`src/rtl/wfs_pkg.sv`:
```
// Shared types and constants for the window flatness score block.
// Holds the arithmetic unit request/response structs, result struct and register codes.
// No dependencies.
package wfs_pkg;

  // Field widths
  localparam int ELEV_W     = 16;
  localparam int COORD_IN_W = 8;
  localparam int TOL_W      = 16;
  localparam int RADIUS_W   = 4;
  localparam int GOOD_W     = 10;
  localparam int SCORE_W    = 17;
  localparam int STEP_W     = $clog2(SCORE_W);

  localparam logic [SCORE_W-1:0] SCORE_ONE = 17'h1_0000;

  // Stream widths
  localparam int IN_TDATA_W  = 32;
  localparam int OUT_TDATA_W = 32;

  // Configuration port
  localparam int CFG_IDX_W  = 1;
  localparam int CFG_DATA_W = 16;
  localparam logic [CFG_IDX_W-1:0] REG_RADIUS    = 1'b0;
  localparam logic [CFG_IDX_W-1:0] REG_TOLERANCE = 1'b1;

  localparam logic [RADIUS_W-1:0] RADIUS_RESET    = 4'd10;
  localparam logic [TOL_W-1:0]    TOLERANCE_RESET = 16'd300;

  // Shared subtract/compare unit; wide enough for any divider remainder up to MAX_RADIUS 63
  localparam int ALU_W = 18;

  typedef enum logic {
    OP_ABSCMP,
    OP_DIVSTEP
  } alu_op_e;

  typedef struct packed {
    alu_op_e          op;
    logic [ALU_W-1:0] a;
    logic [ALU_W-1:0] b;
    logic [TOL_W-1:0] tol;
  } alu_req_t;

  typedef struct packed {
    logic             flag;
    logic [ALU_W-1:0] res;
  } alu_rsp_t;

  typedef struct packed {
    logic [SCORE_W-1:0] score;
    logic [GOOD_W-1:0]  good_count;
  } wfs_res_t;

endpackage

```
`src/rtl/wfs_alu.sv`:
```
// Shared subtract-and-compare unit: tolerance test on sample differences and
// one restoring division step. Depends on wfs_pkg.
module wfs_alu (
  input  wfs_pkg::alu_req_t req_i,
  output wfs_pkg::alu_rsp_t rsp_o
);
  import wfs_pkg::*;

  logic [ALU_W-1:0] diff;
  logic [ALU_W-1:0] mag;

  always_comb begin
    diff = req_i.a - req_i.b;
    mag  = diff[ALU_W-1] ? (~diff + 1'b1) : diff;
    case (req_i.op)
      OP_ABSCMP: begin
        rsp_o.flag = (mag < ALU_W'(req_i.tol));
        rsp_o.res  = mag;
      end
      OP_DIVSTEP: begin
        // no borrow means the divisor fits: subtract it
        rsp_o.flag = ~diff[ALU_W-1];
        rsp_o.res  = diff[ALU_W-1] ? req_i.a : diff;
      end
      default: begin
        rsp_o.flag = 1'b0;
        rsp_o.res  = '0;
      end
    endcase
  end

endmodule

```
`config.mk`:
```
export PLATFORM = sky130hd
export DESIGN_NAME = wfs_alu
export DESIGN_NICKNAME = d
export VERILOG_FILES = /design/src/rtl/wfs_pkg.sv /design/src/rtl/wfs_alu.sv
export SDC_FILE = /design/constraint.sdc
export NUM_CORES = 1
export LEC_CHECK = 0
export ABC_CLOCK_PERIOD_IN_PS = 7200
export BUFFER_PORTS_ARGS = -buffer_cell sky130_fd_sc_hd__buf_2
export CAP_MARGIN = 10
export CORE_AREA = 5 5 83 85
export DETAILED_ROUTE_END_ITERATION = 16
export DIE_AREA = 0 0 88 90
export PLACE_DENSITY = 0.72
export SYNTH_ARGS = -nofsm -noshare
export SYNTH_HDL_FRONTEND = slang
export SYNTH_SLANG_ARGS = --single-unit
```
`constraint.sdc`:
```
create_clock -name vclk -period 7.2
set_input_delay 0.72 -clock vclk [all_inputs]
set_output_delay 0.72 -clock vclk [all_outputs]
set_load 0.02 [all_outputs]
```
==> reports/metrics.cfg <==
[layout]
seq_area_sq_um=0
areaGrowthSynthToFinish_pct=18.6
fill_cells=637
n_antenna_cell=0
nClkBuffers=0
nets=499
final_cell_mix=buf_2, nor2_1, inv_1, ha_1, a21oi_1
final_common_cell=buf_2
utilization=0.447
drive_above_1_share=0.212
seq_cells=0

[sta]
setup_viol=0
rsz0062_at_grt=no
max-slew-margin-rel=0.430
fin_setup_tns_ns=0
timing.final.crit_share=0.860
fmax_mhz=161
drv_slew=0
hold_violations=0
worst_slew_pin_slew_ns=0.850
final.min_clock_period_ns=6.19

[setup_path]
arrival_ns=5.47
crit_path_end_kind=primary output
crit_fanout=6
critical_path.top_delay_family=simple AND/OR/NAND/NOR gates
cpPeakStageDelay_ns=0.62
cp_num_buf_inv=3
crit_type=input pin to primary output
slowest_stage=or4b_1
worstPathCellList=buf_2 > inv_1 > ha_1 > fa_1 > nand2b_1 > o2bb2ai_2 > xnor2_2 > a311o_1 > or4b_1 > nor4_1 > or3_1 > nand2_1 > ha_1 > a21o_1 > a211o_1 > a2111oi_0 > nor3_1 > nor2_1 > nand4_1 > nand3_1 > buf_2
crit_path_start_kind=input pin
required_ns=6.48

[route]
drt-wirelength-per-cell_um=13.8
wl_met3_um=342
drc_errors=0
vias_per_cell=5.66
totalWireLength_mm=6.74
highest_layer=met4
wl_met2_mm=3.33
wl_met1_mm=2.97
ant_nets=0
initialDrtViolationCount=145
firstDrtPassIters=5
via_count=2757

[clock_network]
cts.repair.resized=0
ctsHoldBuffers=0
post_cts_buffers=0

[worst_hold_path]
hold_class=input pin to primary output

[global_route]
antenna_found_initial=0
grt_max_degree=23
grt.total_usage=0.162
grt_first_pass_wirelength_mm=11.2
grt_pass1_vias=2567
gr-total-overflow=0

[synth]
synth_area_leader_cell=ha_1
ys_top_cells_by_area=ha_1, a21oi_1, nor2_1
syn_nets=436
yosysWarnings=0
synth_cells=349
yosysSeqAreaShare=0
syn-cell-area_sq_mm=0.00231
synth_cell_types=60
synth_top_area_frac=0.179
syn_area_per_cell_sq_um=6.62

[floorplan]
rows=29
dieHeight_um=90
die_area_sq_mm=0.00792
dieWidth_um=88
core-area_sq_mm=0.00613
start_util=0.377
pin_count=72

[job]
max-cap-violations=0

[placed_design]
dp_hpwl_mm=5.76
io_buffers=72
gp_congestion=0.927

[status]
status=finished, final reports clean

[pwr]
p_leak_uw=0.00140
vdd_drop_max_mv=0.0573
powerDensity_mw_per_mm2=156

cell families after synthesis:
kind of cell	synth area share
compound gates	0.329
mux	0.0135
fa+ha+maj	0.187
simple gates	0.298
xor+xnor	0.0942
buf+inv	0.0785
layout make-up:
cell class,instances,area [sq um],share of cell area
multi-input combinational,301,2140,0.781
timing repair buffer,73,368,0.134
inverter,36,135,0.0493
tap,77,96.3,0.0351
through the flow:
| stage | cell area, sq um | setup WS, ns | total power, uW | hold slack [ns] | std cells |
|---|---|---|---|---|---|
| finish | 2740 | 1.01 | 427 | 1.81 | 487 |
| global route | 2740 | 0.516 | 476 | 1.84 | 487 |
| CTS | 2740 | 1.03 | 426 | 1.81 | 487 |
| detailed placement | 2740 | 1.04 | 424 | 1.82 | 487 |
| global placement | 2740 | 1.23 | 416 | 1.81 | 487 |
| floorplan | 2310 | 1.60 | 316 | 1.61 | 349 |
cell usage after synthesis, types with 4 or more instances:
master	n
o22ai_1	5
nand3_1	6
nand2_1	20
a211oi_1	6
o21ai_0	17
xor2_1	11
ha_1	33
o31ai_1	5
a21o_1	14
nor3_1	18
and3_1	6
clkbuf_1	11
or3_1	4
a221o_1	4
a22oi_1	8
inv_1	36
xnor2_1	12
a21oi_1	32
nor2_1	40
routing by layer:
metal,up-vias,GRT usage
li1,1410,-
met2,92,0.296
met5,-,0
met3,8,0.00457
met4,0,0.0205
met1,1247,0.212
report_power, final:
part	total (uW)	internal (uW)	leakage [uW]	switching, uW
Clock	0	0	0	0
Combinational	427	174	0.00140	253
Sequential	0	0	0	0
path summary, 6_finish.rpt:
path	cells after the start	slack (ns)	start	to
worst max-delay path	21	1.01	req_i[34]	rsp_o[18]
worst min-delay path	4	1.81	req_i[51]	rsp_o[17]
(Power assumes the default switching activity.)
